File: src/design/bmm_pkg.sv
// ---------------------------------------------------------------------------
// bmm_pkg: shared types and constants for the banked memory map
// Word layouts on both channels, the internal command that passes from the
// decode side to the execution side, region and status codes, and the
// register indexes of the configuration port.
// ---------------------------------------------------------------------------
package bmm_pkg;

   // Request word, one byte access
   typedef struct packed {
      logic        req_type;         // 0 read, 1 write
      logic [15:0] address;
      logic [7:0]  bank_number;
      logic        use_current_bank;
      logic [7:0]  write_data;
   } bmm_req_type;

   // Response word
   typedef struct packed {
      logic [7:0] data_out;
      logic [1:0] status;
   } bmm_rsp_type;

   // Bank configuration registers
   typedef struct packed {
      logic [3:0] rom_count;
      logic [1:0] video_count;
      logic [2:0] ext_count;
      logic [3:0] work_count;
      logic [2:0] rom_current;
      logic [1:0] ext_current;
   } bmm_cfg_type;

   // Region codes
   localparam logic [3:0] RG_ROM    = 4'd0;
   localparam logic [3:0] RG_VIDEO  = 4'd1;
   localparam logic [3:0] RG_EXT    = 4'd2;
   localparam logic [3:0] RG_WORK   = 4'd3;
   localparam logic [3:0] RG_SPRITE = 4'd4;
   localparam logic [3:0] RG_NONE   = 4'd5;   // forbidden area
   localparam logic [3:0] RG_IO     = 4'd6;
   localparam logic [3:0] RG_HIGH   = 4'd7;
   localparam logic [3:0] RG_IRQ    = 4'd8;

   // Decoded command held in the queue
   typedef struct packed {
      logic [3:0]  region;
      logic        wr;
      logic [7:0]  wdata;
      logic [15:0] addr;
      logic [7:0]  bank;
      logic        io_bank;   // bank comes from an IO select byte
      logic        check;     // bank must be checked against its count
      logic        echo;      // access through the echo window
   } bmm_cmd_type;

   // Response status codes
   localparam logic [1:0] ST_OK     = 2'd0;
   localparam logic [1:0] ST_BAD    = 2'd1;
   localparam logic [1:0] ST_ECHO   = 2'd2;
   localparam logic [1:0] ST_FORBID = 2'd3;

   // Region boundaries (last address of each region)
   localparam logic [15:0] END_ROM0   = 16'h3FFF;
   localparam logic [15:0] END_ROMX   = 16'h7FFF;
   localparam logic [15:0] END_VIDEO  = 16'h9FFF;
   localparam logic [15:0] END_EXT    = 16'hBFFF;
   localparam logic [15:0] END_WORK0  = 16'hCFFF;
   localparam logic [15:0] END_WORKX  = 16'hDFFF;
   localparam logic [15:0] END_ECHO   = 16'hFDFF;
   localparam logic [15:0] END_SPRITE = 16'hFE9F;
   localparam logic [15:0] END_FORBID = 16'hFEFF;
   localparam logic [15:0] END_IO     = 16'hFF7F;
   localparam logic [15:0] END_HIGH   = 16'hFFFE;

   // IO bytes that hold the video and work bank selects
   localparam logic [6:0] IO_VIDEO_SEL = 7'h4F;
   localparam logic [6:0] IO_WORK_SEL  = 7'h70;

   // Configuration port
   localparam int CSR_IW = 3;
   localparam int CSR_DW = 4;
   localparam logic [CSR_IW-1:0] CSR_ROM_COUNT   = 3'd0;
   localparam logic [CSR_IW-1:0] CSR_VIDEO_COUNT = 3'd1;
   localparam logic [CSR_IW-1:0] CSR_EXT_COUNT   = 3'd2;
   localparam logic [CSR_IW-1:0] CSR_WORK_COUNT  = 3'd3;
   localparam logic [CSR_IW-1:0] CSR_ROM_CUR     = 3'd4;
   localparam logic [CSR_IW-1:0] CSR_EXT_CUR     = 3'd5;

   // Command queue
   localparam int QUEUE_DEPTH = 2;
   localparam int QUEUE_PW    = 1;
   localparam int QUEUE_CW    = 2;

   // Small stores
   localparam int SPRITE_DEPTH = 160;
   localparam int IO_DEPTH     = 128;
   localparam int HIGH_DEPTH   = 127;

endpackage

File: src/design/bmm_front.sv
// ---------------------------------------------------------------------------
// bmm_front: address decode
// Classifies a request word by region, resolves the bank where it is known
// from the select registers and builds the command for the execution side.
// ---------------------------------------------------------------------------
module bmm_front
   import bmm_pkg::*;
(
   input  bmm_req_type req,
   input  bmm_cfg_type cfg,
   output bmm_cmd_type cmd
);

   logic [15:0] a;

   assign a = req.address;

   always_comb begin
      cmd         = '0;
      cmd.wr      = req.req_type;
      cmd.wdata   = req.write_data;
      cmd.addr    = a;
      priority if (a <= END_ROM0) begin
         cmd.region = RG_ROM;
      end else if (a <= END_ROMX) begin
         cmd.region = RG_ROM;
         cmd.check  = 1'b1;
         cmd.bank   = req.use_current_bank ? {5'd0, cfg.rom_current} : req.bank_number;
      end else if (a <= END_VIDEO) begin
         cmd.region  = RG_VIDEO;
         cmd.check   = 1'b1;
         cmd.bank    = req.bank_number;
         cmd.io_bank = req.use_current_bank;
      end else if (a <= END_EXT) begin
         cmd.region = RG_EXT;
         cmd.check  = 1'b1;
         cmd.bank   = req.use_current_bank ? {6'd0, cfg.ext_current} : req.bank_number;
      end else if (a <= END_WORK0) begin
         cmd.region = RG_WORK;
      end else if (a <= END_ECHO) begin
         cmd.region  = RG_WORK;
         cmd.check   = 1'b1;
         cmd.bank    = req.bank_number;
         cmd.io_bank = req.use_current_bank;
         cmd.echo    = (a > END_WORKX);
      end else if (a <= END_SPRITE) begin
         cmd.region = RG_SPRITE;
      end else if (a <= END_FORBID) begin
         cmd.region = RG_NONE;
      end else if (a <= END_IO) begin
         cmd.region = RG_IO;
      end else if (a <= END_HIGH) begin
         cmd.region = RG_HIGH;
      end else begin
         cmd.region = RG_IRQ;
      end
   end

endmodule

File: config.mk
export PLATFORM = sky130hd
export DESIGN_NAME = bmm_front
export DESIGN_NICKNAME = d
export VERILOG_FILES = /design/src/design/bmm_pkg.sv /design/src/design/bmm_front.sv
export SDC_FILE = /design/constraint.sdc
export NUM_CORES = 1
export LEC_CHECK = 0
export BUFFER_PORTS_ARGS = -buffer_cell sky130_fd_sc_hd__buf_2
export CORE_AREA = 2 2 55 42
export DETAILED_ROUTE_END_ITERATION = 8
export DIE_AREA = 0 0 57 44
export PLACE_DENSITY = 0.81
export SETUP_SLACK_MARGIN = 0.2
export SYNTH_ARGS = -nofsm -noshare
export SYNTH_HDL_FRONTEND = slang
export SYNTH_SLANG_ARGS = --single-unit
File: constraint.sdc
create_clock -name vclk -period 1.3
set_clock_uncertainty 0.2 [all_clocks]
set_input_delay 0.065 -clock vclk [all_inputs]
set_output_delay 0.065 -clock vclk [all_outputs]
set_load 0.01 [all_outputs]
==> flow_summary.json <==
{
  "critPathTopFamily": "simple AND/OR/NAND/NOR gates",
  "clkPwrFrac_pct": 0,
  "synth_area_um2": 520,
  "routedWlPerCell_um": 12.6,
  "switching_power_uw": 150,
  "io_pins": 92,
  "instances_no_fill": 154,
  "p_seq_share_pct": 0,
  "worstPathArrival_ps": 1050,
  "nClkBuffers": 0,
  "startpoint_type": "input port",
  "grt.total_usage_pct": 14.0,
  "hold_path_class": "in -> out",
  "peakVddDrop_mv": 0.138,
  "initial_core_util_pct": 26.1,
  "final.setup.tns_ps": -15.1,
  "die_w_um": 57,
  "power_leakage_nw": 0.515,
  "place.gp.congestion": 0.790,
  "die_h_um": 44,
  "synth_top_area_share_pct": 37.5,
  "route.vias.total": 701,
  "pwr-share-comb_pct": 100.0,
  "p_int_uw": 193,
  "grt_pass1_vias": 661,
  "drc_errors": 0,
  "relSlewSlack_pct": 84.6,
  "design.seq.count": 0,
  "violations": "setup timing",
  "ys_seq_area_share_pct": 0,
  "finalMaxSlewViolations": 0,
  "area_growth_pct": 96.6,
  "cp_cell_sequence": "buf_8 -> or3b_4 -> nand3_4 -> o22ai_4 -> and2_4 -> buf_6",
  "cp.required_ps": 1030,
  "yosysWarningCount": 0,
  "swShare_pct": 43.8,
  "ant_nets": 0,
  "crit_type": "in -> out",
  "hold_viol": 0,
  "finalCriticalPeriod_ps": 1310,
  "final_cell_mix": "46 x buf_2, 12 x buf_6, 9 x dlygate4sd3_1, 9 x buf_4",
  "port_buffers": 61,
  "grt_pass1_wl_mm": 2.88,
  "final_common_cell": "buf_2",
  "critical-path-max-stage-delay_ps": 420,
  "synth_top_area_cell": "buf_4",
  "endpoint_kind": "output port",
  "holdWs_ps": 108,
  "maxCapViolCount": 0,
  "finalCritPeriodShare_pct": 101,
  "dieArea_mm2": 0.00251,
  "setup_slack_ps": -11.7,
  "synthesis.nets": 129,
  "antenna_found_initial": 0,
  "yosys-top-cells-area": "buf_4 38%, and2_1 7.2%, a21oi_1 3.8%",
  "synth_cell_type_count": 31,
  "drt_wl_total_mm": 1.93,
  "crit_buf_inv": 2,
  "final-seq-area_um2": 0,
  "cp-endpoint": "cmd[6]",
  "powerDensity_mw_per_mm2": 335,
  "dr.pass1.iters": 3,
  "grt_max_degree": 7,
  "outcome": "finished with violations",
  "grt_overflow": 0,
  "dp_cells": 142,
  "fill_cells": 184,
  "crit_fanout": 6,
  "holdPathStages": 2,
  "totalPowerFinal_uw": 343,
  "floorplan.rows": 14,
  "nNetsFinal": 184,
  "setup_viol": 2,
  "drtIter0Drc": 15,
  "rsz0062_at_grt": "yes",
  "crit_start": "req[29]",
  "core_area_mm2": 0.00200,
  "diodes": 0,
  "vias_per_cell": 4.55,
  "tightestPinTransition_ps": 229,
  "avgSynthCellArea_um2": 6.76,
  "slowest_stage": "or3b_4",
  "synthCells": 77,
  "cp_num_cells": 6,
  "clock.fmax_mhz": 762,
  "drive_above_1_share_pct": 73.1
}
[power by group through the flow]
stage                     clock network (mW)  logic, mW  registers (mW)
final                                      0      0.343               0
after global routing                       0      0.366               0
after CTS                                  0      0.330               0
after detailed placement                   0      0.252               0
after global placement                     0      0.245               0
after floorplan                            0      0.184               0
[logic make-up (layout without fill, tap and decap cells)]
family                 count (synthesis)  count (layout)  share of synthesized area, %
AOI/OAI and AO/OA                     14              14                          20.0
buffers and inverters                 28              81                          38.9
muxes                                  1               1                          1.92
and+or+nand+nor                       34              34                          39.2
[cell usage after synthesis (2+ instances only)]
| master | count |
|---|---|
| a21oi_1 | 4 |
| nand2_1 | 5 |
| nor2_1 | 5 |
| o21ai_0 | 2 |
| nand2b_1 | 3 |
| and2_1 | 6 |
| buf_4 | 26 |
| nor3_1 | 3 |
[metrics by stage]
step	setup WS (ps)	utilization, %	area, µm²
2_1_floorplan	202	-	552
3_3_place_gp	-53.3	37.0	739
3_5_place_dp	-71.3	37.0	739
4_1_cts	-16.8	48.8	975
5_1_grt	-42.9	51.3	1020
6_report	-11.7	51.3	1020
[timing repair]
action	in CTS	in global routing
endpoints found under the setup margin	14	15
gates cloned	0	0
pin swaps	13	8
endpoints found under the hold margin	9	0
hold buffers	9	0
gates resized for setup	29	7
setup buffers	1	2
[layout make-up]
class	count	area (µm²)	share of cell area, %
Inverter	1	3.75	0.367
Timing Repair Buffer	80	576	56.2
Multi-Input combinational cell	49	414	40.5
Tap cell	24	30.0	2.93
[routing by layer]
metal  vias up  wire length (µm)  global-route usage, %
met5         -                 0                      0
met4         0                21                   1.40
met3         2               120                  0.597
met2        36              1070                   29.9
met1       313               718                   15.7
li1        350                 -                      -
[worst min path at each step]
stage,from,end
floorplan,req[25],cmd[38]
global placement,req[3],cmd[30]
detailed placement,req[3],cmd[30]
CTS,req[20],cmd[14]
global route,req[20],cmd[14]
finish,req[20],cmd[14]
No activity file was read; power rests on OpenSTA's default activity.
