<file path="src/design/bmm_pkg.sv">
// ---------------------------------------------------------------------------
// bmm_pkg: shared types and constants for the banked memory map
// Word layouts on both channels, the internal command that passes from the
// decode side to the execution side, region and status codes, and the
// register indexes of the configuration port.
// ---------------------------------------------------------------------------
package bmm_pkg;

   // Request word, one byte access
   typedef struct packed {
      logic        req_type;         // 0 read, 1 write
      logic [15:0] address;
      logic [7:0]  bank_number;
      logic        use_current_bank;
      logic [7:0]  write_data;
   } bmm_req_type;

   // Response word
   typedef struct packed {
      logic [7:0] data_out;
      logic [1:0] status;
   } bmm_rsp_type;

   // Bank configuration registers
   typedef struct packed {
      logic [3:0] rom_count;
      logic [1:0] video_count;
      logic [2:0] ext_count;
      logic [3:0] work_count;
      logic [2:0] rom_current;
      logic [1:0] ext_current;
   } bmm_cfg_type;

   // Region codes
   localparam logic [3:0] RG_ROM    = 4'd0;
   localparam logic [3:0] RG_VIDEO  = 4'd1;
   localparam logic [3:0] RG_EXT    = 4'd2;
   localparam logic [3:0] RG_WORK   = 4'd3;
   localparam logic [3:0] RG_SPRITE = 4'd4;
   localparam logic [3:0] RG_NONE   = 4'd5;   // forbidden area
   localparam logic [3:0] RG_IO     = 4'd6;
   localparam logic [3:0] RG_HIGH   = 4'd7;
   localparam logic [3:0] RG_IRQ    = 4'd8;

   // Decoded command held in the queue
   typedef struct packed {
      logic [3:0]  region;
      logic        wr;
      logic [7:0]  wdata;
      logic [15:0] addr;
      logic [7:0]  bank;
      logic        io_bank;   // bank comes from an IO select byte
      logic        check;     // bank must be checked against its count
      logic        echo;      // access through the echo window
   } bmm_cmd_type;

   // Response status codes
   localparam logic [1:0] ST_OK     = 2'd0;
   localparam logic [1:0] ST_BAD    = 2'd1;
   localparam logic [1:0] ST_ECHO   = 2'd2;
   localparam logic [1:0] ST_FORBID = 2'd3;

   // Region boundaries (last address of each region)
   localparam logic [15:0] END_ROM0   = 16'h3FFF;
   localparam logic [15:0] END_ROMX   = 16'h7FFF;
   localparam logic [15:0] END_VIDEO  = 16'h9FFF;
   localparam logic [15:0] END_EXT    = 16'hBFFF;
   localparam logic [15:0] END_WORK0  = 16'hCFFF;
   localparam logic [15:0] END_WORKX  = 16'hDFFF;
   localparam logic [15:0] END_ECHO   = 16'hFDFF;
   localparam logic [15:0] END_SPRITE = 16'hFE9F;
   localparam logic [15:0] END_FORBID = 16'hFEFF;
   localparam logic [15:0] END_IO     = 16'hFF7F;
   localparam logic [15:0] END_HIGH   = 16'hFFFE;

   // IO bytes that hold the video and work bank selects
   localparam logic [6:0] IO_VIDEO_SEL = 7'h4F;
   localparam logic [6:0] IO_WORK_SEL  = 7'h70;

   // Configuration port
   localparam int CSR_IW = 3;
   localparam int CSR_DW = 4;
   localparam logic [CSR_IW-1:0] CSR_ROM_COUNT   = 3'd0;
   localparam logic [CSR_IW-1:0] CSR_VIDEO_COUNT = 3'd1;
   localparam logic [CSR_IW-1:0] CSR_EXT_COUNT   = 3'd2;
   localparam logic [CSR_IW-1:0] CSR_WORK_COUNT  = 3'd3;
   localparam logic [CSR_IW-1:0] CSR_ROM_CUR     = 3'd4;
   localparam logic [CSR_IW-1:0] CSR_EXT_CUR     = 3'd5;

   // Command queue
   localparam int QUEUE_DEPTH = 2;
   localparam int QUEUE_PW    = 1;
   localparam int QUEUE_CW    = 2;

   // Small stores
   localparam int SPRITE_DEPTH = 160;
   localparam int IO_DEPTH     = 128;
   localparam int HIGH_DEPTH   = 127;

endpackage

</file>
<file path="src/design/bmm_queue.sv">
// ---------------------------------------------------------------------------
// bmm_queue: command queue
// A short first-in first-out queue of decoded commands between the decode
// side and the execution side.
// ---------------------------------------------------------------------------
module bmm_queue
   import bmm_pkg::*;
(
   input  logic        clock,
   input  logic        reset,
   input  logic        push,
   input  bmm_cmd_type push_cmd,
   output logic        full,
   input  logic        pop,
   output bmm_cmd_type head,
   output logic        empty
);

   bmm_cmd_type               entry_ff [QUEUE_DEPTH];
   logic [QUEUE_PW-1:0]       wr_ptr_ff, wr_ptr_in;
   logic [QUEUE_PW-1:0]       rd_ptr_ff, rd_ptr_in;
   logic [QUEUE_CW-1:0]       count_ff, count_in;

   assign full  = (count_ff == QUEUE_CW'(QUEUE_DEPTH));
   assign empty = (count_ff == '0);
   assign head  = entry_ff[rd_ptr_ff];

   always_comb begin
      wr_ptr_in = push ? wr_ptr_ff + 1'b1 : wr_ptr_ff;
      rd_ptr_in = pop ? rd_ptr_ff + 1'b1 : rd_ptr_ff;
      count_in  = count_ff + QUEUE_CW'(push) - QUEUE_CW'(pop);
   end

   always_ff @(posedge clock) begin
      if (reset) begin
         wr_ptr_ff <= '0;
         rd_ptr_ff <= '0;
         count_ff  <= '0;
      end else begin
         wr_ptr_ff <= wr_ptr_in;
         rd_ptr_ff <= rd_ptr_in;
         count_ff  <= count_in;
      end
   end

   always_ff @(posedge clock) begin
      if (push) begin
         entry_ff[wr_ptr_ff] <= push_cmd;
      end
   end

endmodule

</file>
<file path="config.mk">
export PLATFORM = sky130hd
export DESIGN_NAME = bmm_queue
export DESIGN_NICKNAME = d
export VERILOG_FILES = /design/src/design/bmm_pkg.sv /design/src/design/bmm_queue.sv
export SDC_FILE = /design/constraint.sdc
export NUM_CORES = 1
export LEC_CHECK = 0
export BUFFER_PORTS_ARGS = -buffer_cell sky130_fd_sc_hd__buf_4
export CELL_PAD_IN_SITES_DETAIL_PLACEMENT = 0
export CELL_PAD_IN_SITES_GLOBAL_PLACEMENT = 1
export CORE_MARGIN = 2
export CORE_UTILIZATION = 30
export CTS_CLUSTER_SIZE = 10
export DETAILED_ROUTE_END_ITERATION = 10
export HOLD_SLACK_MARGIN = 0.15
export PLACE_DENSITY_LB_ADDON = 0.1
export SLEW_MARGIN = 20
export SYNTH_ARGS = -nofsm -noshare
export SYNTH_HDL_FRONTEND = slang
export SYNTH_SLANG_ARGS = --single-unit
</file>
<file path="constraint.sdc">
create_clock -name clock -period 3.7 [get_ports clock]
set_clock_uncertainty 0.15 [all_clocks]
set_input_delay 0.37 -clock clock [delete_from_list [all_inputs] [get_ports clock]]
set_output_delay 0.37 -clock clock [all_outputs]
set_load 0.02 [all_outputs]
</file>
==> run_results.csv <==
group,metric,value,unit
yosys,yosysTopAreaCell,"edfxtp_1",
global_route,grt_max_degree,41,
cells_and_area,layout-drive-gt1-share,50.00,%
status,status,"finished clean",
setup_path,endpoint_kind,"output pin",
clock_tree,clkSlewWorstSetupHoldPaths,0.09,ns
clock_tree,cts_tree,"done",
die,pin_count,86,
detailed_routing,drc,0,
yosys,synth_top_area_share,77.14,%
die,die_w,105.9,um
yosys,synthesis.nets,191,
power_and_ir_drop,power_switching,0.5187,mW
sta,slew_headroom,31.26,%
yosys,synthXorXnorAreaFrac,1.286,%
setup_path,worstPathCellList,"mux2_2 -> buf_4",
yosys,syn_area,0.003114,mm^2
sta,min_period,2.490,ns
cells_and_area,diodes,0,
yosys,synthDistinctLibCells,11,
yosys,yosysSeqAreaShare,80.35,%
die,design.core.area,0.01018,mm^2
yosys,ys_ff_latch,85,
detailed_routing,vias,1743,
setup_path,critPathMaxFanout,40,
sta,worst_pin_slew,1.031,ns
clock_tree,post_cts.repair.setup_buffers,0,
global_route,grt_pass1_vias,1870,
global_route,grt_pass1_wl,9308,um
detailed_routing,drt_iter0_markers,63,
setup_path,critPathLaunchType,"flip-flop",
placed_design,port-buffer-count,85,
clock_tree,clockBufferDepth,2,
setup_path,cp.required,3.18,ns
setup_path,max_stage_delay,1.02,ns
die,start_util,30.58,%
detailed_routing,firstDrtPassIters,4,
yosys,synth_mux_area_share,14.46,%
power_and_ir_drop,internal_power,1.628,mW
die,die_h,105.9,um
setup_path,r2r-start,"wr_ptr_ff",
global_route,antenna_found_initial,0,
clock_tree,cts-hold-fix-buffers,44,
global_route,grt_util_all_layers,11.17,%
cells_and_area,final.fill_count,919,
setup_path,crit_type,"reg -> out",
global_route,overflow,0,
clock_tree,numCtsBuffers,9,
yosys,synth.area.top_cells,"edfxtp_1 (77%), mux2_2 (14%), dfxtp_1 (3.2%)",
clock_tree,clock-root-buffer,"clkbuf_8",
detailed_routing,drt_wl_total,6008,um
detailed_routing,wire_per_inst,14.17,um
clock_tree,cts_resized,0,
placed_design,dp_hpwl,3603,um
clock_tree,clock_sinks,85,
die,design.die.area,0.01121,mm^2
power_and_ir_drop,peakVddDrop,251.5,uV
power_and_ir_drop,p_sw_share,24.16,%
power_and_ir_drop,power.leakage,1.702,nW
die,row_count,37,
power_and_ir_drop,p_comb_share,16.7,%
yosys,synth_warnings,0,
sta,slew_viol_final,0,
yosys,postSynthCellCount,145,
placed_design,gp_congestion,0.6274,
power_and_ir_drop,finalPower,2.147,mW
sta,clock.fmax,0.4015,GHz
sta,setup_tns,0,ns
sta,fin_hold_ws,0.3676,ns
power_and_ir_drop,p_seq_share,53.7,%
sta,setup_viol,0,
clock_tree,cts_max_level,3,
cells_and_area,layout_commonest_cell,"buf_4",
sta,min_period_over_period,67.31,%
yosys,synth_fa_ha_area_share,0.8035,%
run,drv_cap,0,
hold_path,hp-start,"rd_ptr_ff",
clock_tree,clkLatencyLatePin,0.34,ns
sta,rsz0062_at_grt,"false",
sta,finalHoldViolCount,0,
power_and_ir_drop,power_density,473.5,mW/mm^2
detailed_routing,via_per_inst,4.111,
setup_path,worst_path_max_delay_cell,"dfxtp_2",
cells_and_area,syn_to_final_growth,45.60,%
cells_and_area,mostFrequentLayoutCells,"buf_4 (87), edfxtp_1 (80), dlygate4sd3_1 (44)",
setup_path,critPathArrivalTime,1.97,ns
yosys,synth_top_family_by_area,"multiplexers",
yosys,synth_compound_area_share,0,%
hold_path,hp-class,"reg -> reg",
yosys,synth_simple_gate_area_share,1.406,%
power_and_ir_drop,p_clk_share,29.6,%
cells_and_area,fin_nets,329,
yosys,avgSynthCellArea,21.48,um^2
detailed_routing,ant_nets,0,
==> cell families after synthesis <==
family / count (synthesis)
XOR/XNOR: 3
adder cells (fa/ha/maj): 2
buffers and inverters: 6
flip-flops: 85
multiplexers: 40
AND/OR/NAND/NOR: 9
==> final timing paths <==
kind / endpoint / slack (ns) / depth (start not counted)
setup / recovery: head[21] / 1.21 / 2
hold / removal: rd_ptr_ff / 0.37 / 2
setup reg to reg: entry_ff[0][34] / 2.14 / 2
hold reg to reg: rd_ptr_ff / 0.37 / 2
==> routing by layer <==
layer | up-vias | routed length [um] | track usage, %
met4 | 0 | 90 | 5.357
met1 | 846 | 2691 | 13.90
li1 | 836 | - | -
met2 | 53 | 2889 | 17.56
met3 | 8 | 338 | 3.649
met5 | - | 0 | 0
==> power groups by stage <==
| stage | registers, mW | clock network, mW | logic [mW] |
|---|---|---|---|
| 2_1_floorplan | 1.16 | 0 | 0.194 |
| 3_3_place_gp | 1.18 | 0 | 0.325 |
| 3_5_place_dp | 1.18 | 0 | 0.325 |
| 4_1_cts | 1.16 | 0.658 | 0.365 |
| 5_1_grt | 1.16 | 0.704 | 0.384 |
| 6_report | 1.15 | 0.636 | 0.358 |
==> layout make-up <==
cell class / count / area, um^2 / share of cell area [%]
Sequential cell: 85 / 2504 / 55.22
Timing Repair Buffer: 131 / 1094 / 24.12
Multi-Input combinational cell: 54 / 569.3 / 12.56
Tap cell: 136 / 170.2 / 3.753
Clock buffer: 11 / 131.4 / 2.897
Clock inverter: 5 / 58.81 / 1.297
Inverter: 2 / 7.507 / 0.1656
==> synthesized netlist by cell type <==
master	instances
and2_1	1
buf_6	4
dfxtp_1	5
edfxtp_1	80
ha_1	2
inv_1	2
mux2_2	40
nor2_1	5
nor2b_1	3
xnor2_1	2
xnor3_1	1
==> registers in the layout, summed over array words and instances (netlist names), named ones only <==
register,cells
entry_ff,80
count_ff,2
rd_ptr_ff,1
wr_ptr_ff,1
==> per-stage QoR <==
| step | cell area (um^2) | utilization [%] | setup WS (ns) | cells |
|---|---|---|---|---|
| 6_report | 4534 | 44.52 | 1.210 | 424 |
| 5_1_grt | 4534 | 44.52 | 1.053 | 424 |
| 4_1_cts | 4533 | 44.51 | 1.124 | 424 |
| 3_5_place_dp | 3902 | 38.32 | 1.507 | 364 |
| 3_3_place_gp | 3902 | 38.32 | 1.499 | 364 |
| 2_1_floorplan | 3114 | - | 0.9485 | 145 |
==> critical path: cells and delay by family (launching register included) <==
family | cells | cell delay [ns]
flip-flops | 1 | 1.02
multiplexers | 1 | 0.43
buffers and inverters | 1 | 0.16
Note: power is estimated with default switching activity, not from simulation.
